[config.mk]
export PLATFORM = sky130hd
export DESIGN_NAME = ese_cmp
export DESIGN_NICKNAME = d
export VERILOG_FILES = /design/src/rtl/ese_pkg.sv /design/src/rtl/ese_cmp.sv
export SDC_FILE = /design/constraint.sdc
export NUM_CORES = 1
export LEC_CHECK = 0
export BUFFER_PORTS_ARGS = -buffer_cell sky130_fd_sc_hd__buf_4
export CAP_MARGIN = 10
export CORE_ASPECT_RATIO = 0.9
export CORE_UTILIZATION = 46
export DETAILED_ROUTE_END_ITERATION = 7
export PLACE_DENSITY = 0.95
export SLEW_MARGIN = 20
export SYNTH_ARGS = -nofsm -noshare
export SYNTH_HDL_FRONTEND = slang
export SYNTH_SLANG_ARGS = --single-unit
[constraint.sdc]
create_clock -name vclk -period 5.68
set_input_delay 0.852 -clock vclk [all_inputs]
set_output_delay 0.852 -clock vclk [all_outputs]
set_load 0.03 [all_outputs]
[src/rtl/ese_pkg.sv]
// ese_pkg: shared types and constants for the exponential search engine
// word layouts of both channels, compare result struct, function codes
// no dependencies
package ese_pkg;

    localparam int KEY_W           = 32;
    localparam int IDX_W           = 10;
    localparam int CFG_W           = 11;
    // probe index reaches 2048, the first power of two above the largest size 2047
    localparam int PROBE_W         = 12;
    localparam int TABLE_DEPTH_DEF = 1024;

    localparam logic FUNC_LOAD   = 1'b0;
    localparam logic FUNC_LOOKUP = 1'b1;

    typedef struct packed {
        logic                    func;
        logic [IDX_W-1:0]        entry_index;
        logic signed [KEY_W-1:0] key;
    } t_in_word;

    typedef struct packed {
        logic             found;
        logic [IDX_W-1:0] found_index;
    } t_out_word;

    typedef struct packed {
        logic eq;
        logic gt;
    } t_cmp_res;

endpackage

[src/rtl/ese_cmp.sv]
// ese_cmp: shared signed key comparator used by both search phases
// depends on ese_pkg
module ese_cmp
    import ese_pkg::*;
(
    input  logic signed [KEY_W-1:0] i_table_key,
    input  logic signed [KEY_W-1:0] i_want,
    output t_cmp_res                o_res
);

    always_comb begin
        o_res.eq = (i_table_key == i_want);
        o_res.gt = (i_table_key > i_want);
    end

endmodule

Word level (Yosys, flattened, before mapping)
Cells that the tools add are included.

Register bits after elaboration: 0. Output and inout bits: 2.

Magnitude comparators: 1. Eq/ne operators: 1.

Operators by type and width (count): $eq A32 B32 Y1 (1); $gt A32 B32 Y1 (1).

Longest topological paths before layout
Gate-level depths: netlist of run 1.

Depth after elaboration: 1. Mapped depth: 8. Mapped depth without buffers: 8.

Worst setup path before layout of run 1
OpenSTA, ideal clock, no wires.

Path kind: input -> output. Start: input port i_want[31]. End: output port o_res[1] (netlist bit). Arrival time: 2.411 ns. Required time: 4.828 ns. Path slack: 2.417 ns. Cell stages on the path: 7. Buffers on the path: 0. Path through: inv_1 ha_1 and4_1 nand4_1 or3_1 nand2b_4 nor2_1.

RTL lines: from (decl) (line ese_cmp.sv:7) `input logic signed [KEY_W-1:0] i_want,`; to (decl) (line ese_cmp.sv:8) `output t_cmp_res o_res`.

==> impl_metrics.csv, run 1 <==
group,metric,value,unit
timing,fmax,0.2841,GHz
timing,hold_viol_final,0,
status,outcome,"finished, final reports clean",
global_route,antenna_found_initial,0,
logic_synthesis,syn_nets,210,
die,dieHeight,42.65,um
logic_synthesis,syn_area,844.6,um^2
final_layout,seq_area,0,um^2
clocking,ctsResizeCount,0,
timing,period_needed,3520,ps
worst_setup_path,path_max_fanout,4,
die,die_area,0.002012,mm^2
timing,relSlewSlack,81.24,%
logic_synthesis,yosys.area_share.simple,19.41,%
global_route,first_global_vias,1027,
worst_setup_path,required,4830,ps
timing,maxSlewViolCount,0,
die,pin_count,66,
timing,tightest_slew,279.3,ps
timing,holdWs,2295,ps
final_layout,final_cells,204,
logic_synthesis,synthCells,114,
logic_synthesis,synth_top_family_by_area,"adder cells",
logic_synthesis,ys_warn_count,0,
detailed_routing,routed_via_density,5.020,
final_layout,nFlopsAndLatches,0,
detailed_routing,wl_per_cell,10.93,um
place,finalWeightedCongestion,0.7368,
detailed_routing,drt_iter0_drc,2,
logic_synthesis,synth-xor-area-share,0,%
die,row_count,14,
logic_synthesis,synth_area_leader_cell,"ha_1",
global_route,grt_max_degree,5,
timing,period_share,61.96,%
timing,rsz0062_at_grt,"no",
detailed_routing,ant_nets,0,
detailed_routing,drc,0,
detailed_routing,wirelength,2229,um
logic_synthesis,synth-compound-area-share,18.52,%
pwr,power,91.52,uW
pwr,power.density,66.80,mW/mm^2
logic_synthesis,synth_cell_types,23,
detailed_routing,dr.pass1.iters,4,
clocking,post_cts_buffers,0,
logic_synthesis,synth_mux_area_share,0,%
final_layout,num_antenna_cells,0,
final_layout,nClkBuffers,0,
global_route,grt_pass1_wl,3677,um
place,io_buffers,66,
timing,finalSetupViolCount,0,
logic_synthesis,synth_top_area_share,47.41,%
final_layout,fin_nets,278,
min_path,hold_depth,5,
worst_setup_path,arrival,2670,ps
place,dpl.hpwl,2122,um
logic_synthesis,synth_area_leaders,"ha_1, inv_1, a21oi_1",
final_layout,area_growth,62.22,%
timing,fin_ws,2160,ps
worst_setup_path,start_kind,"primary input",
die,floorplan.core_area,0.001699,mm^2
timing,finalSetupTns,0,ps
final_layout,fill_cells,126,
detailed_routing,met3_length,129,um
detailed_routing,highest_layer,"met4",
die,die_w,47.17,um
job,maxCapViolations,0,
logic_synthesis,synth-adder-area-share,47.41,%
detailed_routing,wl_met2,1237,um
pwr,cellLeakagePower,0.0008806,uW
logic_synthesis,syn_avg_cell_area,7.408,um^2
worst_setup_path,critPathCaptureType,"output pin",
logic_synthesis,ys_seq_area_share,0,%
global_route,track_usage,24.29,%
place,dp.cells,204,
global_route,grt-ovfl-total,0,
worst_setup_path,crit_type,"in -> out",
clocking,cts.hold.buffers_added,0,
pwr,irDropWorstVdd,0.05100,mV
place,place_ws,2169,ps
min_path,hp-class,"in -> out",
detailed_routing,via_count,1024,
final_layout,drive_above_1_share,38.33,%
die,initial_core_util,49.71,%
detailed_routing,wl_met1,830,um
-- per-layer routing --
layer / vias up / GRT usage, %
met4: 0 / 3.429
li1: 534 / -
met1: 444 / 22.31
met2: 42 / 53.61
met5: - / 0
met3: 4 / 1.277
-- kinds of logic (layout without fill, tap and decap cells) --
| logic type | after synthesis | count (layout) |
|---|---|---|
| compound gates | 24 | 24 |
| fa+ha+maj | 32 | 32 |
| simple gates | 25 | 25 |
| buf+inv | 33 | 99 |
-- synthesized netlist by cell type, drive strengths merged (2+ instances only) --
| master | instances |
|---|---|
| nand2b | 3 |
| o21ai | 5 |
| a221oi | 3 |
| nand3 | 2 |
| nor2 | 2 |
| a21oi | 8 |
| nand2 | 6 |
| a21o | 4 |
| ha | 32 |
| nand4 | 6 |
| inv | 33 |
-- worst paths after layout --
check       end  slack (ps)  startpoint
max    o_res[0]        2160  i_want[31]
min    o_res[1]        2300   i_want[0]
-- report_power, final --
group	switching, uW	internal (uW)	total [uW]
logic	38.2	53.3	91.5
clock network	0	0	0
registers	0	0	0
-- critical path, cell delays in order --
cell and delay, ps:
buf_4 80, inv_1 40, ha_1 320, and4_1 220
nand4_1 120, or3_1 420, a31oi_1 210, o221ai_1 150
nand2b_1 100, buf_4 160
-- metrics by stage --
stage               instance area, um^2  utilization [%]
finish                             1370            80.63
global route                       1370            80.63
CTS                                1370            80.63
detailed placement                 1370            80.63
global placement                   1370            80.63
floorplan                         844.6                -
-- final cells by class --
cell class | count | area [um^2] | area share, %
tap | 24 | 30.03 | 2.192
inverter | 33 | 123.9 | 9.041
multi-input combinational | 81 | 720.7 | 52.60
timing repair buffer | 66 | 495.5 | 36.16
-- layout by cell type, fill, tap and decap left out, drive strengths merged --
cell type	Yosys	final
o211a	1	1
nor3	1	1
nand2b	3	3
or3	1	1
a21o	4	4
nor4	1	1
nor2b	1	1
nor2	2	2
buf	0	66
and2	1	1
nand3	2	2
ha	32	32
a21oi	8	8
nand4	6	6
inv	33	33
and4	1	1
o21ai	5	5
o221ai	1	1
a31oi	1	1
a221o	1	1
nand2	6	6
a221oi	3	3
Power figures use the tool's default switching activity.
==> run 2, diff against run 1 <==
--- a/config.mk
+++ b/config.mk
@@ -8,9 +8,9 @@
 export BUFFER_PORTS_ARGS = -buffer_cell sky130_fd_sc_hd__buf_4
 export CAP_MARGIN = 10
 export CORE_ASPECT_RATIO = 0.9
-export CORE_UTILIZATION = 46
+export CORE_UTILIZATION = 38
 export DETAILED_ROUTE_END_ITERATION = 7
-export PLACE_DENSITY = 0.95
+export PLACE_DENSITY = 0.88
 export SLEW_MARGIN = 20
 export SYNTH_ARGS = -nofsm -noshare
 export SYNTH_HDL_FRONTEND = slang
==> constraint.sdc (replaced) <==
create_clock -name vclk -period 2.9
set_input_delay 0.435 -clock vclk [all_inputs]
set_output_delay 0.435 -clock vclk [all_outputs]
set_load 0.03 [all_outputs]
==> run 2 against run 1 <==
  * Routed wire length fell by 2.9%
  * Sequential cell count stayed put
  * Core utilization is 12 points lower
  * Combinational power up 95%
  * First-iteration DRC count rose to 4.0 times the previous value
  * Sequential share of layout area unchanged
  * Worst hold slack lost 850 ps
  * Setup slack lost 2000 ps
  * Die area grew 20%
  * Non-clock buffer count unchanged
  * Count of clock-buffer cells in the layout stayed put
  * Largest cell class unchanged
  * Highest routed layer is now met3
==> impl_metrics.csv, run 2 (synthesized netlist as in run 1, its figures left out) <==
group,metric,value,unit
die,row_count,15,
detailed_routing,drc,0,
global_route,grt-ovfl-total,0,
clocking,cts.hold.buffers_added,0,
status,outcome,"finished, final reports clean",
final_layout,nFlopsAndLatches,0,
worst_setup_path,path_max_fanout,2,
final_layout,fin_nets,278,
final_layout,layout_common_cells,"buf_4, inv_1, ha_1",
final_layout,seq_area,0,um^2
detailed_routing,drt_iter0_drc,8,
final_layout,nClkBuffers,0,
global_route,antenna_found_initial,0,
final_layout,area_growth,62.37,%
place,dpl.hpwl,2066,um
final_layout,num_antenna_cells,0,
worst_setup_path,arrival,2280,ps
worst_setup_path,crit_type,"in -> out",
final_layout,drive_above_1_share,38.33,%
global_route,grt_pass1_wl,3553,um
pwr,comb_power_share,100.0,%
pwr,clockPowerShare,0,%
timing,period_needed,2716,ps
worst_setup_path,critPathBufInv,2,
die,die_area,0.002415,mm^2
clocking,post_cts_buffers,0,
die,initial_core_util,42.06,%
worst_setup_path,path_delay_family,"compound AO/OA/AOI/OAI gates",
timing,rsz0062_at_grt,"no",
timing,maxSlewViolCount,0,
pwr,power.density,130.0,mW/mm^2
worst_setup_path,required,2470,ps
global_route,track_usage,18.64,%
timing,finalSetupViolCount,0,
worst_setup_path,max_stage_delay,350,ps
die,pin_count,66,
timing,tightest_slew,306.4,ps
detailed_routing,routed_via_density,5.000,
pwr,seq_power_share,0,%
timing,period_share,93.66,%
timing,hold_viol_final,0,
detailed_routing,wl_per_cell,10.56,um
pwr,swShare,41.50,%
die,floorplan.core_area,0.002008,mm^2
global_route,grt_max_degree,5,
detailed_routing,via_count,1025,
min_path,hp-class,"in -> out",
worst_setup_path,critPathCaptureType,"output pin",
place,finalWeightedCongestion,0.6777,
worst_setup_path,crit_chain,"buf_4, ha_1, a21o_1, a221o_1, a221oi_1, o21ai_0, o221ai_1, nand2b_1, buf_4",
detailed_routing,wirelength,2165,um
timing,finalSetupTns,0,ps
worst_setup_path,crit_slowest_cell,"a221oi_1",
pwr,irDropWorstVdd,0.08432,mV
final_layout,final_common_cell,"buf_4",
timing,fmax,0.3682,GHz
worst_setup_path,cp_common_cell,"buf_4",
pwr,cellLeakagePower,0.0008806,uW
timing,relSlewSlack,79.58,%
place,io_buffers,66,
die,dieHeight,46.73,um
clocking,ctsResizeCount,0,
final_layout,final_core_util,68.29,%
global_route,first_global_vias,1010,
worst_setup_path,start_kind,"primary input",
detailed_routing,ant_nets,0,
pwr,power,178.2,uW
die,die_w,51.70,um
pwr,p_switching,73.96,uW
job,maxCapViolations,0,
detailed_routing,dr.pass1.iters,3,
pwr,internal-power,104.2,uW
==> run 2: cell counts in the layout (fill, tap and decap cells not counted) <==
No cell type changed its count.
==> run 2: final timing paths <==
check                        from       end  slack (ps)  cells past startpoint
setup / recovery  i_table_key[25]  o_res[0]         180                      9
hold / removal          i_want[0]  o_res[1]        1440                      5
==> run 2: through the flow <==
step	std cells	hold WS, ps	area (um^2)	worst slack (ps)
after floorplan	114	1289	844.6	471.0
after global placement	205	1439	1371	239.0
after detailed placement	205	1446	1371	232.4
after CTS	205	1447	1371	207.9
after global routing	205	1507	1371	49.36
final	205	1442	1371	183.9
==> run 2: final cells by class <==
type               instances  area [um^2]
multi-input cells         81        720.7
fillers                  173        636.9
well taps                 25        31.28
repair buffers            66        495.5
inverters                 33        123.9
==> run 2: tightest hold or removal path, delay by kind of cell <==
family | cells | cell delay [ps]
adders and majority gates | 1 | 110
buffers and inverters | 2 | 250
and+or+nand+nor | 2 | 220
==> run 2: layer usage <==
metal,part of all wire (%),GRT usage [%],up-vias
li1,-,-,533
met1,37,17.82,453
met2,55,44.42,39
met3,7.3,1.650,0
met4,0,0,0
met5,0,0,-
==> run 2: power by group through the flow <==
stage | Sequential (uW) | Clock [uW] | Combinational, uW
2_1_floorplan | 0 | 0 | 87.3
3_3_place_gp | 0 | 0 | 169
3_5_place_dp | 0 | 0 | 179
4_1_cts | 0 | 0 | 180
5_1_grt | 0 | 0 | 201
6_report | 0 | 0 | 178
==> run 3, diff against run 2 <==
==> constraint.sdc (replaced) <==
create_clock -name vclk -period 2.9
set_input_delay 0.87 -clock vclk [all_inputs]
set_output_delay 0.87 -clock vclk [all_outputs]
set_load 0.03 [all_outputs]
==> run 3 against run 2 <==
  * The run now ends with setup timing left
  * First-iteration DRC count shrank 13%
  * Power grew 34%
  * Die area unchanged
  * Largest power group unchanged
==> impl_metrics.csv, run 3 (synthesized netlist as in run 1, its figures left out) <==
group,metric,value,unit
status,outcome,"complete, but fails checks",
status,violations,"setup timing",
timing,maxSlewViolCount,0,
timing,fin_ws,-531.2,ps
global_route,grt_max_degree,4,
global_route,grt_pass1_wl,4284,um
die,pin_count,66,
worst_setup_path,crit_chain,"buf_6, inv_4, ha_4, and4_4, nand4_1, or3_4, nand2b_4, o221ai_4, nand2b_4, buf_6",
timing,period_needed,3431,ps
die,die_area,0.002415,mm^2
die,row_count,15,
min_path,holdPathEnd,"o_res[0]",
final_layout,nFlopsAndLatches,0,
worst_setup_path,max_stage_delay,440,ps
die,floorplan.core_area,0.002008,mm^2
detailed_routing,drc,0,
final_layout,layout_common_cells,"buf_4, inv_1, ha_1",
timing,finalSetupViolCount,2,
worst_setup_path,crit_type,"in -> out",
global_route,first_global_vias,1124,
final_layout,nClkBuffers,0,
min_path,hold_start,"i_table_key[31]",
final_layout,seq_area,0,um^2
timing,rsz0062_at_grt,"yes",
detailed_routing,drt_iter0_drc,7,
pwr,power,237.9,uW
min_path,hold_depth,6,
pwr,cellLeakagePower,0.0009548,uW
detailed_routing,wl_per_cell,12.93,um
final_layout,num_antenna_cells,0,
pwr,power.density,141.6,mW/mm^2
clocking,cts.hold.buffers_added,0,
final_layout,drive_above_1_share,54.50,%
detailed_routing,dr.pass1.iters,4,
worst_setup_path,path_delay_family,"simple AND/OR/NAND/NOR gates",
job,maxCapViolations,0,
place,dp.cells,212,
global_route,antenna_found_initial,0,
worst_setup_path,path_max_fanout,2,
worst_setup_path,crit_slowest_cell,"or3_4",
timing,tightest_slew,321.9,ps
final_layout,final_common_cell,"buf_4",
timing,hold_viol_final,0,
timing,relSlewSlack,78.54,%
detailed_routing,routed_via_density,5.033,
final_layout,final_cells,214,
pwr,irDropWorstVdd,0.09346,mV
detailed_routing,ant_nets,0,
global_route,grt-ovfl-total,0,
min_path,hp-class,"in -> out",
place,placed_cell_area,0.001541,mm^2
final_layout,stdcell_area,0.001680,mm^2
place,finalWeightedCongestion,0.7226,
global_route,track_usage,23.15,%
worst_setup_path,required,2030,ps
timing,fmax,0.2914,GHz
worst_setup_path,critPathCaptureType,"output pin",
detailed_routing,via_count,1077,
die,initial_core_util,42.06,%
die,dieHeight,46.73,um
timing,period_share,118.3,%
place,io_buffers,66,
final_layout,fin_nets,287,
die,die_w,51.70,um
place,dpl.hpwl,2334,um
final_layout,area_growth,98.96,%
worst_setup_path,arrival,2560,ps
detailed_routing,wirelength,2767,um
final_layout,final_core_util,83.68,%
worst_setup_path,start_kind,"primary input",
worst_setup_path,critPathBufInv,3,
run 3: cell count changes in the layout (fill, tap and decap cells not counted), moves of 2 or more:
cell,before,now
buf_8,0,2
buf_4,66,64
a221oi_1,3,1
o21ai_0,5,3
a221oi_2,0,2
inv_1,33,26
ha_1,32,25
ha_4,0,7
buf_6,0,9
inv_4,0,6
run 3: repair_timing:
| item | CTS | global route |
|---|---|---|
| endpoints found under the hold margin | 0 | 0 |
| cloned | 0 | 0 |
| gates resized for setup | 7 | 23 |
| setup buffers | 1 | 1 |
| setup endpoints to repair | 2 | 2 |
| pin swaps | 4 | 9 |
run 3: metal layers:
layer	share of wire [%]	global-route usage [%]
met1	35	24.14
met2	57	50.13
met3	4.3	0.9901
met4	3.4	6.486
met5	0	0
run 3: layout make-up:
cell class	count	area (um^2)
Fill cell	122	327.8
Multi-Input combinational cell	81	885.9
Timing Repair Buffer	75	611.8
Inverter	33	151.4
Tap cell	25	31.28
run 3: tightest hold or removal path, stage by stage:
cell and delay (ps):
buf_6 70, ha_4 120, buf_4 130, o221ai_4 100
nand2b_4 80, buf_6 120
run 3: how the worst max path moves through the flow:
stage               start  slack [ps]  cells past startpoint        to
3_3_place_gp   i_want[27]        -590                     10  o_res[0]
4_1_cts        i_want[25]        -520                     10  o_res[0]
5_1_grt        i_want[25]        -600                     10  o_res[0]
2_1_floorplan  i_want[27]        -300                      8  o_res[0]
3_5_place_dp   i_want[27]        -640                     10  o_res[0]
6_report       i_want[30]        -530                     10  o_res[0]
run 3: metrics by stage:
stage               setup WS, ps  hold WS [ps]  TNS, ps
detailed placement        -642.0          2390    -1153
global placement          -594.8          2386    -1102
CTS                       -522.9          2373    -1032
floorplan                 -295.4          2081   -567.2
finish                    -531.2          2359    -1043
global route              -598.7          2382    -1158
run 3: power breakdown:
group	switching (uW)	internal [uW]	total (uW)	leakage [uW]
Sequential	0	0	0	0
Combinational	98.8	139	238	0.000955
Clock	0	0	0	0
